**src/rtl/core/pwt_pkg.sv**
```systemverilog
// Shared types and constants of the phone whitelist table.
// Used by pwt_ctrl, pwt_datapath and phone_whitelist_table_unit; no dependencies.
package pwt_pkg;

  localparam int unsigned KeyW = 60;
  localparam int unsigned LenW = 4;
  localparam logic [LenW-1:0] MinDigits = 4'd8;
  localparam logic [LenW-1:0] KeyDigits = 4'd15;

  typedef enum logic [2:0] {
    CMD_ADD       = 3'd0,
    CMD_REMOVE    = 3'd1,
    CMD_LOOKUP    = 3'd2,
    CMD_SET_ADMIN = 3'd3,
    CMD_READ_SLOT = 3'd4
  } cmd_e;

  typedef enum logic [1:0] {
    STAT_OK        = 2'd0,
    STAT_EXISTS    = 2'd1,
    STAT_FULL      = 2'd2,
    STAT_NOT_FOUND = 2'd3
  } status_e;

  typedef enum logic [2:0] {
    S_IDLE,
    S_DISPATCH,
    S_SCAN,
    S_DRAIN,
    S_READ,
    S_FINISH
  } state_e;

  typedef struct packed {
    logic [KeyW-1:0] key;
    logic [LenW-1:0] len;
    logic            admin;
  } mem_word_t;

  typedef struct packed {
    logic capture;
    logic scan_clear;
    logic scan_issue;
    logic read_issue;
    logic finish;
  } ctrl_cmd_t;

  typedef struct packed {
    logic need_scan;
    logic need_read;
    logic scan_last;
  } dp_status_t;

endpackage

```
**src/rtl/core/pwt_ctrl.sv**
```systemverilog
// Controller state machine of the phone whitelist table.
// Depends on pwt_pkg for the state, command and status types.
module pwt_ctrl (
  input  logic                 clk_i,
  input  logic                 rst_ni,
  input  logic                 start,
  output logic                 busy,
  input  pwt_pkg::dp_status_t  status_i,
  output pwt_pkg::ctrl_cmd_t   cmd_o
);

  pwt_pkg::state_e state_q, state_d;

  always_ff @(posedge clk_i or negedge rst_ni) begin
    if (!rst_ni) begin
      state_q <= pwt_pkg::S_IDLE;
    end else begin
      state_q <= state_d;
    end
  end

  always_comb begin
    state_d = state_q;
    cmd_o   = '0;
    busy    = 1'b1;
    unique case (state_q)
      pwt_pkg::S_IDLE: begin
        busy = 1'b0;
        if (start) begin
          cmd_o.capture = 1'b1;
          state_d       = pwt_pkg::S_DISPATCH;
        end
      end
      pwt_pkg::S_DISPATCH: begin
        cmd_o.scan_clear = 1'b1;
        priority if (status_i.need_scan) begin
          state_d = pwt_pkg::S_SCAN;
        end else if (status_i.need_read) begin
          state_d = pwt_pkg::S_READ;
        end else begin
          state_d = pwt_pkg::S_FINISH;
        end
      end
      pwt_pkg::S_SCAN: begin
        cmd_o.scan_issue = 1'b1;
        if (status_i.scan_last) begin
          state_d = pwt_pkg::S_DRAIN;
        end
      end
      pwt_pkg::S_DRAIN: begin
        state_d = pwt_pkg::S_FINISH;
      end
      pwt_pkg::S_READ: begin
        cmd_o.read_issue = 1'b1;
        state_d          = pwt_pkg::S_FINISH;
      end
      pwt_pkg::S_FINISH: begin
        cmd_o.finish = 1'b1;
        state_d      = pwt_pkg::S_IDLE;
      end
      default: begin
        state_d = pwt_pkg::S_IDLE;
      end
    endcase
  end

endmodule

```
**src/rtl/core/pwt_datapath.sv**
```systemverilog
// Datapath of the phone whitelist table: slot memory, valid bits, scan compare,
// counters and result registers. Depends on pwt_pkg; driven by pwt_ctrl.
module pwt_datapath #(
  parameter int unsigned ENTRIES = 16
) (
  input  logic                 clk_i,
  input  logic                 rst_ni,
  input  pwt_pkg::ctrl_cmd_t   cmd_i,
  output pwt_pkg::dp_status_t  status_o,
  input  logic [2:0]           command_i,
  input  logic [27:0]          key_upper_i,
  input  logic [31:0]          key_lower_i,
  input  logic [3:0]           key_length_i,
  input  logic                 admin_value_i,
  input  logic [7:0]           slot_index_i,
  output logic                 result_valid_o,
  output logic [1:0]           res_status_o,
  output logic                 found_o,
  output logic                 entry_admin_o,
  output logic [27:0]          entry_key_upper_o,
  output logic [31:0]          entry_key_lower_o,
  output logic [3:0]           entry_length_o,
  output logic [7:0]           slot_used_o,
  output logic [8:0]           entry_count_o,
  output logic [8:0]           admin_count_o
);

  localparam int unsigned IdxW = (ENTRIES > 1) ? $clog2(ENTRIES) : 1;
  localparam int unsigned CntW = $clog2(ENTRIES + 1);

  logic [2:0]                cmd_q;
  logic [pwt_pkg::KeyW-1:0]  key_q;
  logic [pwt_pkg::LenW-1:0]  len_q;
  logic                      adm_q;
  logic [7:0]                idx_q;

  pwt_pkg::mem_word_t        mem_q [ENTRIES];
  pwt_pkg::mem_word_t        rd_q;
  pwt_pkg::mem_word_t        wr_data;
  logic                      wr_en;
  logic [IdxW-1:0]           wr_addr;
  logic [IdxW-1:0]           rd_addr;

  logic [ENTRIES-1:0]        valid_q, valid_d;
  logic [CntW-1:0]           vcnt_q, vcnt_d;
  logic [CntW-1:0]           acnt_q, acnt_d;

  logic [IdxW-1:0]           scan_q;
  logic [IdxW-1:0]           cmp_idx_q;
  logic                      cmp_en_q;
  logic                      hit_q;
  logic [IdxW-1:0]           hit_idx_q;
  logic                      hit_admin_q;
  logic                      free_q;
  logic [IdxW-1:0]           free_idx_q;
  logic                      match;
  logic                      is_free;

  logic                      len_ok;
  logic                      in_range;
  logic                      rd_valid;

  logic                      res_vld_q;
  logic [1:0]                res_status_q, res_status_d;
  logic                      res_found_q, res_found_d;
  logic                      res_admin_q, res_admin_d;
  logic [27:0]               res_upper_q, res_upper_d;
  logic [31:0]               res_lower_q, res_lower_d;
  logic [3:0]                res_len_q, res_len_d;
  logic [7:0]                res_slot_q, res_slot_d;

  assign len_ok   = (len_q >= pwt_pkg::MinDigits) && (len_q <= pwt_pkg::KeyDigits);
  assign in_range = ({1'b0, idx_q} < 9'(ENTRIES));
  assign rd_valid = in_range && valid_q[idx_q[IdxW-1:0]];
  assign rd_addr  = cmd_i.scan_issue ? scan_q : idx_q[IdxW-1:0];

  assign status_o.need_scan = (cmd_q <= pwt_pkg::CMD_SET_ADMIN) && len_ok;
  assign status_o.need_read = (cmd_q == pwt_pkg::CMD_READ_SLOT);
  assign status_o.scan_last = (scan_q == IdxW'(ENTRIES - 1));

  assign match   = cmp_en_q && valid_q[cmp_idx_q] && (rd_q.key == key_q) && (rd_q.len == len_q);
  assign is_free = cmp_en_q && !valid_q[cmp_idx_q];

  always_ff @(posedge clk_i) begin
    if (cmd_i.capture) begin
      cmd_q <= command_i;
      key_q <= {key_upper_i, key_lower_i};
      len_q <= key_length_i;
      adm_q <= admin_value_i;
      idx_q <= slot_index_i;
    end
    if (cmd_i.scan_issue || cmd_i.read_issue) begin
      rd_q <= mem_q[rd_addr];
    end
    if (wr_en) begin
      mem_q[wr_addr] <= wr_data;
    end
    cmp_idx_q <= scan_q;
    if (match && !hit_q) begin
      hit_idx_q   <= cmp_idx_q;
      hit_admin_q <= rd_q.admin;
    end
    if (is_free && !free_q) begin
      free_idx_q <= cmp_idx_q;
    end
    if (cmd_i.finish) begin
      res_status_q <= res_status_d;
      res_found_q  <= res_found_d;
      res_admin_q  <= res_admin_d;
      res_upper_q  <= res_upper_d;
      res_lower_q  <= res_lower_d;
      res_len_q    <= res_len_d;
      res_slot_q   <= res_slot_d;
    end
  end

  always_ff @(posedge clk_i or negedge rst_ni) begin
    if (!rst_ni) begin
      valid_q   <= '0;
      vcnt_q    <= '0;
      acnt_q    <= '0;
      scan_q    <= '0;
      cmp_en_q  <= 1'b0;
      hit_q     <= 1'b0;
      free_q    <= 1'b0;
      res_vld_q <= 1'b0;
    end else begin
      valid_q   <= valid_d;
      vcnt_q    <= vcnt_d;
      acnt_q    <= acnt_d;
      res_vld_q <= cmd_i.finish;
      cmp_en_q  <= cmd_i.scan_issue;
      if (cmd_i.scan_clear) begin
        scan_q <= '0;
        hit_q  <= 1'b0;
        free_q <= 1'b0;
      end else begin
        if (cmd_i.scan_issue) begin
          scan_q <= scan_q + 1'b1;
        end
        if (match) begin
          hit_q <= 1'b1;
        end
        if (is_free) begin
          free_q <= 1'b1;
        end
      end
    end
  end

  always_comb begin
    logic first_admin;
    first_admin  = (vcnt_q == '0);
    valid_d      = valid_q;
    vcnt_d       = vcnt_q;
    acnt_d       = acnt_q;
    wr_en        = 1'b0;
    wr_addr      = hit_idx_q;
    wr_data      = '{key: key_q, len: len_q, admin: adm_q};
    res_status_d = pwt_pkg::STAT_OK;
    res_found_d  = 1'b0;
    res_admin_d  = 1'b0;
    res_upper_d  = '0;
    res_lower_d  = '0;
    res_len_d    = '0;
    res_slot_d   = '0;
    if (cmd_i.finish) begin
      if ((cmd_q <= pwt_pkg::CMD_SET_ADMIN) && !len_ok) begin
        res_status_d = pwt_pkg::STAT_NOT_FOUND;
      end else begin
        unique case (cmd_q)
          pwt_pkg::CMD_ADD: begin
            if (hit_q) begin
              res_status_d = pwt_pkg::STAT_EXISTS;
              res_slot_d   = 8'(hit_idx_q);
            end else if (free_q) begin
              wr_en               = 1'b1;
              wr_addr             = free_idx_q;
              wr_data.admin       = first_admin;
              valid_d[free_idx_q] = 1'b1;
              vcnt_d              = vcnt_q + 1'b1;
              acnt_d              = acnt_q + CntW'(first_admin);
              res_admin_d         = first_admin;
              res_slot_d          = 8'(free_idx_q);
            end else begin
              res_status_d = pwt_pkg::STAT_FULL;
            end
          end
          pwt_pkg::CMD_REMOVE: begin
            if (hit_q) begin
              valid_d[hit_idx_q] = 1'b0;
              vcnt_d             = vcnt_q - 1'b1;
              acnt_d             = acnt_q - CntW'(hit_admin_q);
              res_slot_d         = 8'(hit_idx_q);
            end else begin
              res_status_d = pwt_pkg::STAT_NOT_FOUND;
            end
          end
          pwt_pkg::CMD_LOOKUP: begin
            if (hit_q) begin
              res_found_d = 1'b1;
              res_admin_d = hit_admin_q;
              res_slot_d  = 8'(hit_idx_q);
            end else begin
              res_status_d = pwt_pkg::STAT_NOT_FOUND;
            end
          end
          pwt_pkg::CMD_SET_ADMIN: begin
            if (hit_q) begin
              wr_en       = 1'b1;
              acnt_d      = acnt_q + CntW'(adm_q) - CntW'(hit_admin_q);
              res_admin_d = adm_q;
              res_slot_d  = 8'(hit_idx_q);
            end else begin
              res_status_d = pwt_pkg::STAT_NOT_FOUND;
            end
          end
          pwt_pkg::CMD_READ_SLOT: begin
            if (rd_valid) begin
              res_found_d = 1'b1;
              res_admin_d = rd_q.admin;
              res_upper_d = rd_q.key[59:32];
              res_lower_d = rd_q.key[31:0];
              res_len_d   = rd_q.len;
              res_slot_d  = idx_q;
            end else begin
              res_status_d = pwt_pkg::STAT_NOT_FOUND;
            end
          end
          default: begin
            res_status_d = pwt_pkg::STAT_OK;
          end
        endcase
      end
    end
  end

  assign result_valid_o    = res_vld_q;
  assign res_status_o      = res_status_q;
  assign found_o           = res_found_q;
  assign entry_admin_o     = res_admin_q;
  assign entry_key_upper_o = res_upper_q;
  assign entry_key_lower_o = res_lower_q;
  assign entry_length_o    = res_len_q;
  assign slot_used_o       = res_slot_q;
  assign entry_count_o     = 9'(vcnt_q);
  assign admin_count_o     = 9'(acnt_q);

endmodule

```
**src/rtl/core/phone_whitelist_table_unit.sv**
```systemverilog
// Top level of the phone whitelist table: controller plus datapath.
// Depends on pwt_pkg, pwt_ctrl and pwt_datapath.
//
// A command is taken when start is high and busy is low. Every command first
// passes a dispatch state. Add, remove, lookup and set admin with a valid key
// length then scan every slot through the single read port of the slot
// memory, one slot a cycle, and pass a drain state and a finish state; read
// slot passes a read state and a finish state; a scanning command with a bad
// key length, or a command with an unknown code, goes straight to the finish
// state. The result appears on the result ports for exactly one cycle with
// result_valid_o high, in the cycle in which busy falls, and must be captured
// then: the receiver cannot stall the block. The next command can be taken at
// the end of that same cycle. entry_count_o and admin_count_o hold the
// current totals at all times. The table is empty right after reset.
module phone_whitelist_table_unit #(
  parameter int unsigned ENTRIES = 16
) (
  input  logic        clk_i,
  input  logic        rst_ni,
  input  logic        start,
  output logic        busy,
  input  logic [2:0]  command_i,
  input  logic [27:0] key_upper_i,
  input  logic [31:0] key_lower_i,
  input  logic [3:0]  key_length_i,
  input  logic        admin_value_i,
  input  logic [7:0]  slot_index_i,
  output logic        result_valid_o,
  output logic [1:0]  status_o,
  output logic        found_o,
  output logic        entry_admin_o,
  output logic [27:0] entry_key_upper_o,
  output logic [31:0] entry_key_lower_o,
  output logic [3:0]  entry_length_o,
  output logic [7:0]  slot_used_o,
  output logic [8:0]  entry_count_o,
  output logic [8:0]  admin_count_o
);

  pwt_pkg::ctrl_cmd_t  ctrl_cmd;
  pwt_pkg::dp_status_t dp_status;

  pwt_ctrl u_ctrl (
    .clk_i    (clk_i),
    .rst_ni   (rst_ni),
    .start    (start),
    .busy     (busy),
    .status_i (dp_status),
    .cmd_o    (ctrl_cmd)
  );

  pwt_datapath #(
    .ENTRIES (ENTRIES)
  ) u_datapath (
    .clk_i             (clk_i),
    .rst_ni            (rst_ni),
    .cmd_i             (ctrl_cmd),
    .status_o          (dp_status),
    .command_i         (command_i),
    .key_upper_i       (key_upper_i),
    .key_lower_i       (key_lower_i),
    .key_length_i      (key_length_i),
    .admin_value_i     (admin_value_i),
    .slot_index_i      (slot_index_i),
    .result_valid_o    (result_valid_o),
    .res_status_o      (status_o),
    .found_o           (found_o),
    .entry_admin_o     (entry_admin_o),
    .entry_key_upper_o (entry_key_upper_o),
    .entry_key_lower_o (entry_key_lower_o),
    .entry_length_o    (entry_length_o),
    .slot_used_o       (slot_used_o),
    .entry_count_o     (entry_count_o),
    .admin_count_o     (admin_count_o)
  );

endmodule
```
**config.mk**
```make
export PLATFORM = sky130hd
export DESIGN_NAME = phone_whitelist_table_unit
export DESIGN_NICKNAME = d
export VERILOG_FILES = /design/src/rtl/core/pwt_pkg.sv /design/src/rtl/core/pwt_ctrl.sv /design/src/rtl/core/pwt_datapath.sv /design/src/rtl/core/phone_whitelist_table_unit.sv
export SDC_FILE = /design/constraint.sdc
export NUM_CORES = 2
export LEC_CHECK = 0
export BUFFER_PORTS_ARGS = -buffer_cell sky130_fd_sc_hd__buf_2
export CELL_PAD_IN_SITES_DETAIL_PLACEMENT = 0
export CELL_PAD_IN_SITES_GLOBAL_PLACEMENT = 1
export CORE_AREA = 3 3 414 416
export DETAILED_ROUTE_END_ITERATION = 8
export DIE_AREA = 0 0 417 419
export HOLD_SLACK_MARGIN = 0.1
export PLACE_DENSITY = 0.57
export SLEW_MARGIN = 5
export SYNTH_ARGS = -nofsm -noshare
export SYNTH_HDL_FRONTEND = slang
export SYNTH_HIERARCHICAL = 1
export SYNTH_SLANG_ARGS = --single-unit
```
**constraint.sdc**
```tcl
create_clock -name clk_i -period 9.35 [get_ports clk_i]
set_clock_uncertainty 0.05 [all_clocks]
set_input_delay 0 -clock clk_i [delete_from_list [all_inputs] [get_ports clk_i]]
set_output_delay 0 -clock clk_i [all_outputs]
set_load 0.01 [all_outputs]
```
==> results.md <==
- The worst hold path class is input pin to asynchronous set/reset pin.
- The number of nets at the end of the flow is 2962.
- Dividing the detail-routed wire length by the instance count gives 25.3 microns.
- The sum of routed wire length over all layers is 131000 microns.
- The synthesis-to-finish area growth is 18.8%.
- Ranked by total cell area, the synthesized netlist is headed by edfxtp_1, mux4_2, dfrtp_1.
- For this run, the detailed router's first-pass iteration total came to 6.
- The clock drives 1307 sinks.
- The clock-pin transition on the worst setup and hold timing paths is 0.06 ns.
- The DRC violations left is 0.
- The share of async-settable or async-resettable flops after synthesis is 2.83%.
- The first routing iteration left 2147 violations.
- The remaining antenna violation count after routing is 0.
- The most used flip-flop cell after synthesis is edfxtp_1.
- Ranked by instance count, the synthesized netlist is headed by edfxtp_1, mux4_2, nand2_1.
- In this run the count of I/O pins placed on the die edge is 175.
- Of all nets on the critical path, the largest fanout is 43.
- The first global-routing pass estimated 188000 microns of wire.
- The max-slew headroom at the worst pin is 24.5%.
- The top cell type by area accounts for 75.5% of the synthesized area.
- After synthesis the cells add up to 50400 sq um.
- The cell sitting at the root of the clock tree is a clkbuf_16.
- Global routing consumed, over all layers together, 15.0% of the routing resources.
- The final count of negative-setup-slack endpoints is 0.
- The type of element launching the critical path is a flop.
- For this design the static power due to leakage is 0.0193 uW.
- The floorplan has 150 rows.
- Yosys mapped a number of flops with a built-in enable equal to 1266.
- In this run the power density over the cells is 253 nW/um^2.
- The count of port buffers added during placement is 166.
- Using the TritonRoute via totals, the vias-per-cell ratio works out to 4.80.
- The via count of the first global-routing pass is 25.9k.
- The element type at the critical path end is a flop.
- During synthesis, Yosys emitted a total of 6 warnings.
- The worst-case IR drop observed on VDD is 0.212 mV.
- Buffers inserted during clock tree synthesis total 141.
- The flow ran to the end, and the final reports show no timing, DRC or antenna violations.
- A synthesized cell averages 20.5 sq um.
- The start-to-end type of the worst setup path is flop to flop.
- After routing the design area is 59900 sq um.
- The final total negative setup slack is 0 ns.
- The floorplan step defined a core boundary enclosing 168000 sq um.
- The routability congestion estimate from global placement is 0.759.
- The total count of max-transition violations in the final report came to 0.
- The initial standard-cell utilization of the core is 30.1%.
- Post-CTS timing repair inserted 0 buffers for setup.
- The biggest area consumer among synthesized cells is edfxtp_1.
- Derived from the worst setup path, the maximum achievable clock frequency is 204 MHz.
- The die is 419 microns tall.
- The number of buffers inserted for hold repair after clock tree synthesis is 156.
- The dominant cell by count in the synthesized netlist is edfxtp_1.
- The number of hold-slack violations in the final timing report is 0.
- Counting flops and latches in the post-synthesis netlist gives 1307.
- The overall die width is 417 microns.
- CTS built an H-tree with a depth of 4.
- For the pin with the worst max-slew slack, the measured transition is 1.13 ns.
- The full die area is 175000 sq um.
- The worst path uses 52.4% of the clock period.
- The number of distinct library cell variants in the gate-level netlist after synthesis is 62.
- Summed over all layers, the global routing overflow is 0.
- The maximum number of pins on one net before global-route repair is 147.
- The minimum period implied by the final worst setup slack is 4.90 ns.
- Across the run, the number of max-cap violations was 0.
- The number of vias after detailed routing is 24.8k.
- The half-perimeter wire length after placement is 70600 microns.
- Setup repair after global routing left no endpoint under its margin.
- In the synthesized netlist, the number of instances is 2462.
- The number of antenna violations at the first check in global routing is 5.
- Counting along the longest clock path gives a buffer depth of 3.
- Data on the critical path is required at its endpoint by 9.67 ns.
- The clock tree from TritonCTS is built.
- The post-cts sizing count is 0.
- Summing all placed instances gives a cell area of 54000 sq um.
- Cells with a size suffix above 1 make up 24.0% of the layout.
- The critical path arrival is 5.22 ns.
- The portion of the post-synthesis area used by sequential elements is 77.4%.
- The clock latency on the worst-skew pair is 0.77 ns.
cell usage in the layout (no fill, tap or decap), drive strengths merged, types with 10 or more instances in the layout:
cell type,netlist,routed
edfxtp,1266,1266
mux4,268,268
buf,69,217
clkbuf,53,192
nand2,160,160
dlygate4sd3,0,156
and2,130,130
a31oi,69,69
a211oi,65,65
nor2,49,49
clkinv,0,47
o21ai,43,43
xnor2,40,40
dfrtp,37,37
inv,29,35
xor2,26,26
a21oi,18,18
ha,13,13
nand4,12,12
conb,1,12
nor4,10,10
mux2i,10,10
power by group:
group	leakage [uW]	total, uW	switching [uW]	internal [uW]
Combinational	0.00518	2450	1460	991
Sequential	0.0120	7500	448	7050
Clock	0.00210	5210	2230	2990
critical path, cell delays in order, from the launching register on:
cell and delay [ns]:
dfrtp_1 0.47, and3b_4 0.77, nor4b_4 0.76, and3b_1 0.27, o21bai_1 0.27, nor2_4 0.96, buf_4 0.86
registers in the layout, summed over array words and instances, names as in the netlist, 5 cells and up:
signal	cells
u_datapath/idx_q	8
u_datapath/acnt_q	5
u_datapath/mem_q	1040
u_datapath/entry_key_lower_o	32
u_datapath/valid_q	16
u_datapath/vcnt_q	5
u_datapath/entry_key_upper_o	28
u_datapath/slot_used_o	8
u_datapath/rd_q	65
u_datapath/key_q	60
worst paths after layout:
check / from / slack, ns / end / depth (start not counted)
min reg2reg: u_datapath/acnt_q[4] / 0.41 / u_datapath/acnt_q[4] / 1
min in group clk_i: u_datapath/acnt_q[4] / 0.41 / u_datapath/acnt_q[4] / 1
max in group asynchronous: rst_ni / 8.49 / u_datapath/acnt_q[1] / 4
max: u_ctrl/state_q[1] / 4.45 / u_datapath/mem_q[8][32] / 6
max reg2reg: u_ctrl/state_q[1] / 4.45 / u_datapath/mem_q[8][32] / 6
min: rst_ni / 0.33 / u_datapath/result_valid_o / 4
final cells by class:
cell class | count | area [sq um]
antenna | 2 | 5.00
clock buffer | 192 | 3840
clock inverter | 57 | 425
fill | 15600 | 108000
inverter | 29 | 109
multi-input combinational | 1015 | 10800
sequential | 1307 | 39000
tap | 2204 | 2760
timing repair buffer | 373 | 2880
per-layer routing:
metal	wire (microns)	part of all wire [%]	track usage, %
met3	5850	4.5	2.64
met4	3860	2.9	5.05
met5	13	0.0099	0
met2	65100	50	25.1
met1	56400	43	19.7
cell families after synthesis:
logic type | share of synthesized area (%)
xor+xnor | 1.15
other cells | 0.00744
compound gates | 3.01
flops | 77.4
mux | 12.4
buf+inv | 1.52
simple gates | 4.08
fa+ha+maj | 0.442
through the flow:
step                      utilization, %  instances  power (uW)  hold WS, ns  setup WS, ns
final                               35.7       5179       15200        0.331          4.45
after global routing                35.7       5177       15800        0.414          4.13
after CTS                           35.7       5177       15400        0.315          4.33
after detailed placement            32.2       4772       10100       0.0712          4.37
after global placement              32.2       4770       10100       0.0788          4.42
after floorplan                        -       2473        9010       -0.346         0.770
Note: power is estimated with default switching activity, not from simulation.
